[config.mk]
export PLATFORM = sky130hd
export DESIGN_NAME = smi_register_access_master_unit_flat
export DESIGN_NICKNAME = d
export VERILOG_FILES = /design/src/design/smi_pkg.sv /design/src/design/smi_req_if.sv /design/src/design/smi_rsp_if.sv /design/src/design/smi_csr_if.sv /design/src/design/smi_register_access_master_unit.sv /design/src/design/smi_csr_regs.sv /design/src/design/smi_frame_seq.sv /design/src/design/smi_rsp_stage.sv /design/src/flat_wrapper.sv
export SDC_FILE = /design/constraint.sdc
export NUM_CORES = 1
export LEC_CHECK = 0
export BUFFER_PORTS_ARGS = -buffer_cell sky130_fd_sc_hd__buf_2
export CELL_PAD_IN_SITES_DETAIL_PLACEMENT = 1
export CELL_PAD_IN_SITES_GLOBAL_PLACEMENT = 2
export CORE_ASPECT_RATIO = 1.1
export CORE_UTILIZATION = 42
export DETAILED_ROUTE_END_ITERATION = 8
export PLACE_DENSITY_LB_ADDON = 0.1
export SLEW_MARGIN = 20
export SYNTH_ARGS = -nofsm -noshare
export SYNTH_HDL_FRONTEND = slang
export SYNTH_HIERARCHICAL = 1
export SYNTH_SLANG_ARGS = --single-unit
[constraint.sdc]
create_clock -name clock -period 12.7 [get_ports clock]
set_clock_uncertainty 0.05 [all_clocks]
set_input_delay 1.905 -clock clock [delete_from_list [all_inputs] [get_ports clock]]
set_output_delay 1.905 -clock clock [all_outputs]
set_load 0.01 [all_outputs]
[src/design/smi_pkg.sv]
`timescale 1ns / 1ps
package smi_pkg;

   // Configuration register geometry
   localparam int PRE_W      = 6;
   localparam int TRL_W      = 4;
   localparam int CSR_IDX_W  = 2;
   localparam int CSR_DATA_W = 8;

   // Register indexes
   localparam logic [CSR_IDX_W-1:0] CSR_PREAMBLE = 2'd0;
   localparam logic [CSR_IDX_W-1:0] CSR_TRAILER  = 2'd1;

   // Reset values
   localparam logic [PRE_W-1:0] PRE_RESET = 6'd35;
   localparam logic [TRL_W-1:0] TRL_RESET = 4'd4;

   // Fixed frame fields: start, opcode, turnaround (two bits each)
   localparam int HDR_BITS = 4;
   localparam int TA_BITS  = 2;

   typedef struct packed {
      logic [PRE_W-1:0] preamble_length;
      logic [TRL_W-1:0] trailer_length;
   } cfg_type;

   typedef struct packed {
      logic drive_bit;
      logic drive_enable;
      logic busy_res;
      logic done_res;
   } line_ctl_type;

endpackage

[src/design/smi_req_if.sv]
`timescale 1ns / 1ps
interface smi_req_if #(
   parameter int ADDR_BITS = 10,
   parameter int DATA_BITS = 32
);
   logic                 valid;
   logic                 ready;
   logic                 start_req;
   logic                 op;
   logic [ADDR_BITS-1:0] mgmt_address;
   logic [DATA_BITS-1:0] write_data;
   logic                 data_in;

   modport source (output valid, start_req, op, mgmt_address, write_data, data_in,
                   input ready);
   modport sink   (input valid, start_req, op, mgmt_address, write_data, data_in,
                   output ready);
endinterface

[src/design/smi_rsp_if.sv]
`timescale 1ns / 1ps
interface smi_rsp_if #(
   parameter int DATA_BITS = 32
);
   logic                 valid;
   logic                 ready;
   logic                 drive_bit;
   logic                 drive_enable;
   logic                 busy_res;
   logic                 done_res;
   logic [DATA_BITS-1:0] read_data;

   modport source (output valid, drive_bit, drive_enable, busy_res, done_res, read_data,
                   input ready);
   modport sink   (input valid, drive_bit, drive_enable, busy_res, done_res, read_data,
                   output ready);
endinterface

[src/design/smi_csr_if.sv]
`timescale 1ns / 1ps
interface smi_csr_if;
   import smi_pkg::*;
   logic                  valid;
   logic                  ready;
   logic [CSR_IDX_W-1:0]  index;
   logic [CSR_DATA_W-1:0] data;

   modport source (output valid, index, data, input ready);
   modport sink   (input valid, index, data, output ready);
endinterface

[src/design/smi_register_access_master_unit.sv]
`timescale 1ns / 1ps
// channel   | dir | handshake      | payload
// ----------+-----+----------------+---------------------------------------------
// req_ch    | in  | valid / ready  | start_req, op, mgmt_address, write_data, data_in
// rsp_ch    | out | valid / ready  | drive_bit, drive_enable, busy_res, done_res,
//           |     |                | read_data
// csr_ch    | in  | valid / ready  | index, data (0 preamble_length, 1 trailer_length)
//
// One request per clock while the response register drains; each request is one bit
// period of the management frame and yields exactly one response, held in that register.
// The response register alone sets the rate: req_ch.ready is high whenever the
// response register is empty or is drained this cycle.
// Reset is synchronous, active high: clears frame state, loads preamble 35 and
// trailer 4, empties the response register. csr_ch is always ready.
// A stalled response holds its value; requests stall only behind it.
module smi_register_access_master_unit import smi_pkg::*; #(
   parameter int ADDR_BITS = 10,
   parameter int DATA_BITS = 32
) (
   input  logic      clock,
   input  logic      reset,
   smi_req_if.sink   req_ch,
   smi_rsp_if.source rsp_ch,
   smi_csr_if.sink   csr_ch
);
   cfg_type              cfg;
   line_ctl_type         ctl;
   logic [DATA_BITS-1:0] read_data;
   logic                 can_take;
   logic                 accept;

   // advance the frame only on an accepted request
   assign req_ch.ready = can_take;
   assign accept       = req_ch.valid && can_take;

   smi_csr_regs u_csr (
      .clock  (clock),
      .reset  (reset),
      .csr_ch (csr_ch),
      .cfg    (cfg)
   );

   // bit-period decode and field select
   smi_frame_seq #(
      .ADDR_BITS (ADDR_BITS),
      .DATA_BITS (DATA_BITS)
   ) u_seq (
      .clock        (clock),
      .reset        (reset),
      .accept       (accept),
      .start_req    (req_ch.start_req),
      .op           (req_ch.op),
      .mgmt_address (req_ch.mgmt_address),
      .write_data   (req_ch.write_data),
      .data_in      (req_ch.data_in),
      .cfg          (cfg),
      .ctl          (ctl),
      .read_data    (read_data)
   );

   // hold the result until the sink takes it
   smi_rsp_stage #(
      .DATA_BITS (DATA_BITS)
   ) u_rsp (
      .clock     (clock),
      .reset     (reset),
      .load      (accept),
      .ctl       (ctl),
      .read_data (read_data),
      .can_take  (can_take),
      .rsp_ch    (rsp_ch)
   );
endmodule

[src/design/smi_csr_regs.sv]
`timescale 1ns / 1ps
module smi_csr_regs import smi_pkg::*; (
   input  logic      clock,
   input  logic      reset,
   smi_csr_if.sink   csr_ch,
   output cfg_type   cfg
);
   cfg_type cfg_ff, cfg_in;

   assign csr_ch.ready = 1'b1;

   always_comb begin
      cfg_in = cfg_ff;
      if (csr_ch.valid) begin
         unique case (csr_ch.index)
            CSR_PREAMBLE: cfg_in.preamble_length = csr_ch.data[PRE_W-1:0];
            CSR_TRAILER:  cfg_in.trailer_length  = csr_ch.data[TRL_W-1:0];
            default:      cfg_in = cfg_ff;
         endcase
      end
   end

   always_ff @(posedge clock) begin
      if (reset) begin
         cfg_ff.preamble_length <= PRE_RESET;
         cfg_ff.trailer_length  <= TRL_RESET;
      end else begin
         cfg_ff <= cfg_in;
      end
   end

   assign cfg = cfg_ff;
endmodule

[src/design/smi_frame_seq.sv]
`timescale 1ns / 1ps
module smi_frame_seq import smi_pkg::*; #(
   parameter int ADDR_BITS = 10,
   parameter int DATA_BITS = 32
) (
   input  logic                 clock,
   input  logic                 reset,
   input  logic                 accept,
   input  logic                 start_req,
   input  logic                 op,
   input  logic [ADDR_BITS-1:0] mgmt_address,
   input  logic [DATA_BITS-1:0] write_data,
   input  logic                 data_in,
   input  cfg_type              cfg,
   output line_ctl_type         ctl,
   output logic [DATA_BITS-1:0] read_data
);
   localparam int MAX_TOTAL = (2**PRE_W - 1) + HDR_BITS + ADDR_BITS + TA_BITS + DATA_BITS
                              + (2**TRL_W - 1);
   localparam int POS_W = $clog2(MAX_TOTAL + 1);
   localparam int A_SEL_W = $clog2(ADDR_BITS);
   localparam int D_SEL_W = $clog2(DATA_BITS);
   localparam logic [POS_W-1:0] Q_ADDR = POS_W'(HDR_BITS);
   localparam logic [POS_W-1:0] Q_TA   = POS_W'(HDR_BITS + ADDR_BITS);
   localparam logic [POS_W-1:0] Q_DATA = POS_W'(HDR_BITS + ADDR_BITS + TA_BITS);
   localparam logic [POS_W-1:0] Q_END  = POS_W'(HDR_BITS + ADDR_BITS + TA_BITS + DATA_BITS);
   // offsets of the last address bit and last data bit; bit index = offset - q
   localparam logic [POS_W-1:0] A_TOP  = POS_W'(HDR_BITS + ADDR_BITS - 1);
   localparam logic [POS_W-1:0] D_TOP  = POS_W'(HDR_BITS + ADDR_BITS + TA_BITS + DATA_BITS - 1);

   logic                 active_ff, active_in;
   logic [POS_W-1:0]     pos_ff, pos_in;
   logic                 is_read_ff;
   logic [ADDR_BITS-1:0] addr_ff;
   logic [DATA_BITS-1:0] data_ff;
   logic [DATA_BITS-1:0] inc_ff, inc_in;

   logic                 cur_active, cur_read, in_pre, last;
   logic [ADDR_BITS-1:0] cur_addr;
   logic [DATA_BITS-1:0] cur_data, cur_inc;
   logic [POS_W-1:0]     cur_pos, pre_ext, q, total, pos_next;
   logic [A_SEL_W-1:0]   a_sel;
   logic [D_SEL_W-1:0]   d_sel;
   logic                 bit_val, en_val;

   always_comb begin
      cur_active = active_ff || start_req;
      cur_read   = active_ff ? is_read_ff : op;
      cur_addr   = active_ff ? addr_ff    : mgmt_address;
      cur_data   = active_ff ? data_ff    : write_data;
      cur_inc    = active_ff ? inc_ff     : '0;
      cur_pos    = active_ff ? pos_ff     : '0;

      pre_ext  = POS_W'(cfg.preamble_length);
      in_pre   = cur_pos < pre_ext;
      q        = cur_pos - pre_ext;
      total    = pre_ext + Q_END + POS_W'(cfg.trailer_length);
      pos_next = cur_pos + POS_W'(1);
      last     = pos_next >= total;
      a_sel    = A_SEL_W'(A_TOP - q);
      d_sel    = D_SEL_W'(D_TOP - q);

      bit_val = 1'b0;
      en_val  = 1'b0;
      inc_in  = cur_inc;

      if (in_pre) begin
         bit_val = 1'b1;
         en_val  = 1'b1;
      end else if (q < POS_W'(2)) begin
         // start bits 0,1
         bit_val = q[0];
         en_val  = 1'b1;
      end else if (q < Q_ADDR) begin
         // opcode: write 0,1 / read 1,0
         bit_val = cur_read ^ q[0];
         en_val  = 1'b1;
      end else if (q < Q_TA) begin
         // address MSB first, picked by position
         bit_val = cur_addr[a_sel];
         en_val  = 1'b1;
      end else if (q < Q_DATA) begin
         // turnaround: write drives 1,0, read releases
         en_val  = !cur_read;
         bit_val = !cur_read && (q == Q_TA);
      end else if (q < Q_END) begin
         if (cur_read) begin
            inc_in = {cur_inc[DATA_BITS-2:0], data_in};
         end else begin
            bit_val = cur_data[d_sel];
            en_val  = 1'b1;
         end
      end

      active_in = active_ff;
      pos_in    = pos_ff;
      if (accept && cur_active) begin
         active_in = !last;
         pos_in    = last ? '0 : pos_next;
      end

      ctl.drive_bit    = cur_active && bit_val;
      ctl.drive_enable = cur_active && en_val;
      ctl.busy_res     = cur_active;
      ctl.done_res     = cur_active && last;
      read_data        = (cur_active && last && cur_read) ? inc_in : '0;
   end

   always_ff @(posedge clock) begin
      if (reset) begin
         active_ff <= 1'b0;
         pos_ff    <= '0;
      end else begin
         active_ff <= active_in;
         pos_ff    <= pos_in;
      end
      if (accept && cur_active) begin
         is_read_ff <= cur_read;
         addr_ff    <= cur_addr;
         data_ff    <= cur_data;
         inc_ff     <= inc_in;
      end
   end
endmodule

[src/design/smi_rsp_stage.sv]
`timescale 1ns / 1ps
module smi_rsp_stage import smi_pkg::*; #(
   parameter int DATA_BITS = 32
) (
   input  logic                 clock,
   input  logic                 reset,
   input  logic                 load,
   input  line_ctl_type         ctl,
   input  logic [DATA_BITS-1:0] read_data,
   output logic                 can_take,
   smi_rsp_if.source            rsp_ch
);
   logic                 valid_ff;
   line_ctl_type         ctl_ff;
   logic [DATA_BITS-1:0] rd_ff;

   // free slot, or the held result leaves this cycle
   assign can_take = !valid_ff || rsp_ch.ready;

   always_ff @(posedge clock) begin
      if (reset) begin
         valid_ff <= 1'b0;
      end else if (load) begin
         valid_ff <= 1'b1;
      end else if (rsp_ch.ready) begin
         valid_ff <= 1'b0;
      end
      if (load) begin
         ctl_ff <= ctl;
         rd_ff  <= read_data;
      end
   end

   assign rsp_ch.valid        = valid_ff;
   assign rsp_ch.drive_bit    = ctl_ff.drive_bit;
   assign rsp_ch.drive_enable = ctl_ff.drive_enable;
   assign rsp_ch.busy_res     = ctl_ff.busy_res;
   assign rsp_ch.done_res     = ctl_ff.done_res;
   assign rsp_ch.read_data    = rd_ff;
endmodule

[src/flat_wrapper.sv]
// flat-port wrapper written by rule: the top's interface ports become plain ports
module smi_register_access_master_unit_flat import smi_pkg::*;
#(
   parameter int ADDR_BITS = 10,
   parameter int DATA_BITS = 32
)
  (clock, reset, req_ch_valid, req_ch_start_req, req_ch_op, req_ch_mgmt_address, req_ch_write_data, req_ch_data_in, req_ch_ready, rsp_ch_valid, rsp_ch_drive_bit, rsp_ch_drive_enable, rsp_ch_busy_res, rsp_ch_done_res, rsp_ch_read_data, rsp_ch_ready, csr_ch_valid, csr_ch_index, csr_ch_data, csr_ch_ready);
  smi_req_if #(.ADDR_BITS(ADDR_BITS), .DATA_BITS(DATA_BITS)) req_ch_i ();
  smi_rsp_if #(.DATA_BITS(DATA_BITS)) rsp_ch_i ();
  smi_csr_if csr_ch_i ();
  input  logic clock;
  input  logic reset;
  input wire logic [$bits(req_ch_i.valid)-1:0] req_ch_valid;
  input wire logic [$bits(req_ch_i.start_req)-1:0] req_ch_start_req;
  input wire logic [$bits(req_ch_i.op)-1:0] req_ch_op;
  input wire logic [$bits(req_ch_i.mgmt_address)-1:0] req_ch_mgmt_address;
  input wire logic [$bits(req_ch_i.write_data)-1:0] req_ch_write_data;
  input wire logic [$bits(req_ch_i.data_in)-1:0] req_ch_data_in;
  output wire logic [$bits(req_ch_i.ready)-1:0] req_ch_ready;
  output wire logic [$bits(rsp_ch_i.valid)-1:0] rsp_ch_valid;
  output wire logic [$bits(rsp_ch_i.drive_bit)-1:0] rsp_ch_drive_bit;
  output wire logic [$bits(rsp_ch_i.drive_enable)-1:0] rsp_ch_drive_enable;
  output wire logic [$bits(rsp_ch_i.busy_res)-1:0] rsp_ch_busy_res;
  output wire logic [$bits(rsp_ch_i.done_res)-1:0] rsp_ch_done_res;
  output wire logic [$bits(rsp_ch_i.read_data)-1:0] rsp_ch_read_data;
  input wire logic [$bits(rsp_ch_i.ready)-1:0] rsp_ch_ready;
  input wire logic [$bits(csr_ch_i.valid)-1:0] csr_ch_valid;
  input wire logic [$bits(csr_ch_i.index)-1:0] csr_ch_index;
  input wire logic [$bits(csr_ch_i.data)-1:0] csr_ch_data;
  output wire logic [$bits(csr_ch_i.ready)-1:0] csr_ch_ready;
  assign req_ch_i.valid = req_ch_valid;
  assign req_ch_i.start_req = req_ch_start_req;
  assign req_ch_i.op = req_ch_op;
  assign req_ch_i.mgmt_address = req_ch_mgmt_address;
  assign req_ch_i.write_data = req_ch_write_data;
  assign req_ch_i.data_in = req_ch_data_in;
  assign req_ch_ready = req_ch_i.ready;
  assign rsp_ch_valid = rsp_ch_i.valid;
  assign rsp_ch_drive_bit = rsp_ch_i.drive_bit;
  assign rsp_ch_drive_enable = rsp_ch_i.drive_enable;
  assign rsp_ch_busy_res = rsp_ch_i.busy_res;
  assign rsp_ch_done_res = rsp_ch_i.done_res;
  assign rsp_ch_read_data = rsp_ch_i.read_data;
  assign rsp_ch_i.ready = rsp_ch_ready;
  assign csr_ch_i.valid = csr_ch_valid;
  assign csr_ch_i.index = csr_ch_index;
  assign csr_ch_i.data = csr_ch_data;
  assign csr_ch_ready = csr_ch_i.ready;
  smi_register_access_master_unit #(.ADDR_BITS(ADDR_BITS), .DATA_BITS(DATA_BITS)) u_core (.clock(clock), .reset(reset), .req_ch(req_ch_i), .rsp_ch(rsp_ch_i), .csr_ch(csr_ch_i));
endmodule
==> impl_metrics.ini <==
[outcome]
outcome = finished, final reports clean

[grt]
antenna_found_initial = 0
grtUsageMet1_pct = 22.3
grt_use_met3_pct = 4.29
grt_pass1_wl_mm = 24.8
busiest_layer = met2
grt_pass1_vias = 4843
use_met2_pct = 33.2
overflow = 0
track_usage_pct = 18.9
grt_max_degree = 56

[cts]
clk_pin_slew_ns = 0.06
clockBufferDepth = 2
cts_hold_buf = 0
cts_tree = yes
clk_latency_ns = 0.42
cts_root_buf = clkbuf_16
cts.repair.resized = 0
post_cts_buffers = 0
cts.sinks = 130
htreeDepth = 4
numCtsBuffers = 17

[yosys]
async_flop_share_pct = 0
synth-main-ff-cell = edfxtp_1
yosys.area.top_type = edfxtp_1
syn-cell-area_um2 = 6900
synth.area.top_cells = edfxtp_1 48%, mux2i_1 8.6%, mux2_2 6.9%, dfxtp_1 5.5%, ha_1 3.3%
ys_types = 64
ys_ff_latch = 130
synth_nets = 628
synthCells = 549
yosysTopAreaCellShare_pct = 48.3
seq_area_frac_synth_pct = 53.8
synth_edf_count = 111
syn_avg_cell_area_um2 = 12.6
yosysWarnings = 6

[sta]
fin_tns_setup_ns = 0
timing.final.ws_setup_ns = 8.32
fmax_ghz = 0.229
fin_crit_sh_pct = 34.5
slew_viol_final = 0
final_hold_viol_count = 0
slew_headroom_pct = 38.3
finalSetupViolCount = 0
fin_crit_ns = 4.38
rsz0062_at_grt = no
tightest_slew_ns = 0.926

[worst_setup_path]
crit_required_ns = 12.89
start_kind = register
end_kind = register
criticalPathCategory = register to register
worstPathArrival_ns = 4.56
ff2ff_path_depth = 17
worst-path-max-fanout = 43

[final_layout]
diodes = 0
layout_commonest_cell = edfxtp_1
final_area_um2 = 8160
mostFrequentLayoutCells = 111 x edfxtp_1, 95 x buf_2, 60 x nor2_1
drive_gt1_share_pct = 29.8
final_nets = 720
areaGrowthSynthToFinish_pct = 18.2

[place]
placed_area_um2 = 7520
dpl.hpwl_mm = 10.3
io_buffer_count = 95
place_congestion = 0.738
place_worst_setup_slack_ns = 8.01

[detailed_routing]
route.detailed.drc = 0
avgViaCountPerCell = 5.33
dr.pass1.iters = 4
wl_per_cell_um = 17.7
drtIter0Drc = 177
ant_nets = 0
num_vias = 4555
routed_wl_mm = 15.1

[power_and_ir_drop]
power_leakage_nw = 3.35
ir_worst_vdd_mv = 0.0896
power_density_nw_per_um2 = 140

[floorplan]
coreArea_um2 = 15900
dieArea_um2 = 16900
start_util_pct = 43.5
die_w_um = 124
io_pins = 99
rows = 48
dieHeight_um = 136

[flow_run]
timing.max_cap.violations = 0

[min_path]
hold_path.class = register to register
holdPathStages = 2
[metrics by stage]
step / util (%) / hold slack [ns] / std cells / power (mW)
floorplan: - / 0.402 / 549 / 0.584
global placement: 47.4 / 0.423 / 822 / 0.614
detailed placement: 47.4 / 0.430 / 822 / 0.620
CTS: 51.5 / 0.442 / 854 / 1.16
global route: 51.5 / 0.468 / 854 / 1.18
finish: 51.5 / 0.446 / 854 / 1.14
[registers in the layout, indices dropped and copies added, names as in the netlist]
register,count
u_core/u_rsp/rsp_ch.drive_enable,1
u_core/u_seq/is_read_ff,1
u_core/u_seq/active_ff,1
u_core/u_seq/addr_ff,10
u_core/u_rsp/rsp_ch.done_res,1
u_core/u_rsp/rsp_ch.busy_res,1
u_core/u_seq/pos_ff,7
u_core/u_csr/cfg,10
u_core/u_seq/data_ff,32
u_core/u_rsp/rsp_ch.valid,1
u_core/u_seq/inc_ff,32
u_core/u_rsp/rsp_ch.read_data,32
u_core/u_rsp/rsp_ch.drive_bit,1
[routing by layer]
layer  vias up  routed length [µm]  share of wire, %
met4         0                 239               1.6
met3        17                 579               3.8
li1       2192                   -                 -
met2        87                7780                52
met1      2259                6490                43
met5         -                   0                 0
[critical path: stages (launching register included)]
cell and delay [ns]:
dfxtp_4 0.66, and2_1 0.25, xnor2_1 0.08, ha_1 0.24
nand2b_1 0.15, mux2i_1 0.15, a22oi_1 0.11, xnor2_1 0.54
inv_1 0.17, ha_1 0.41, mux4_2 0.24, nand2_1 0.05
o211ai_1 0.13, o21ai_0 0.15, o41ai_1 0.31, a21oi_1 0.07
o211a_1 0.14, o41ai_2 0.26
[final timing paths]
path | startpoint | to | slack (ns)
setup / recovery | u_core/u_seq/active_ff$_SDFFE_PP0P_ | u_core/u_rsp/rsp_ch.drive_bit$_DFFE_PP_ | 8.32
hold / removal | u_core/u_seq/pos_ff[5]$_SDFFE_PP0P_ | u_core/u_seq/pos_ff[5]$_SDFFE_PP0P_ | 0.45
setup reg to reg | u_core/u_seq/active_ff$_SDFFE_PP0P_ | u_core/u_rsp/rsp_ch.drive_bit$_DFFE_PP_ | 8.32
hold reg to reg | u_core/u_seq/pos_ff[5]$_SDFFE_PP0P_ | u_core/u_seq/pos_ff[5]$_SDFFE_PP0P_ | 0.45
[Yosys cell counts (2+ instances only)]
cell       number
a211oi_1        2
o21ai_0         3
nor2_1         60
nand3_1         5
buf_4           6
o211ai_1        3
mux2_2         42
mux4_2          6
o2111ai_1       7
clkbuf_1       11
a21oi_1        19
edfxtp_1      111
buf_2           6
nand2_1        23
nor2b_1        33
nand2b_1       17
a21o_1          6
and3_1          5
and2_1         13
buf_6           4
a211o_1         2
nor3b_1         2
xnor2_1        13
clkinv_1        4
mux2i_1        59
nor3_1          3
inv_1          10
ha_1           18
a211oi_2        2
xor2_1          2
dfxtp_1        19
[layout make-up]
class                           instances  area (µm²)
Timing Repair Buffer                  101         520
Fill cell                            1652        7690
Tap cell                              200         250
Multi-Input combinational cell        376        2980
Clock buffer                           17         425
Clock inverter                         15         213
Inverter                               15        57.6
Sequential cell                       130        3720
[power by group]
group	switching (mW)	total [mW]	leakage, nW	internal [mW]
Sequential	0.0122	0.502	1.23	0.490
Clock	0.186	0.532	0.306	0.346
Combinational	0.0578	0.107	1.81	0.0496
[logic make-up after synthesis]
family	share of synthesized area, %
and+or+nand+nor	12.8
AOI/OAI and AO/OA	6.87
xor gates and xnor gates	2.14
DFF	53.8
muxes	17.5
other	0.0543
adders and majority gates	3.55
buffers and inverters	3.21
Note: power is estimated with default switching activity, not from simulation.
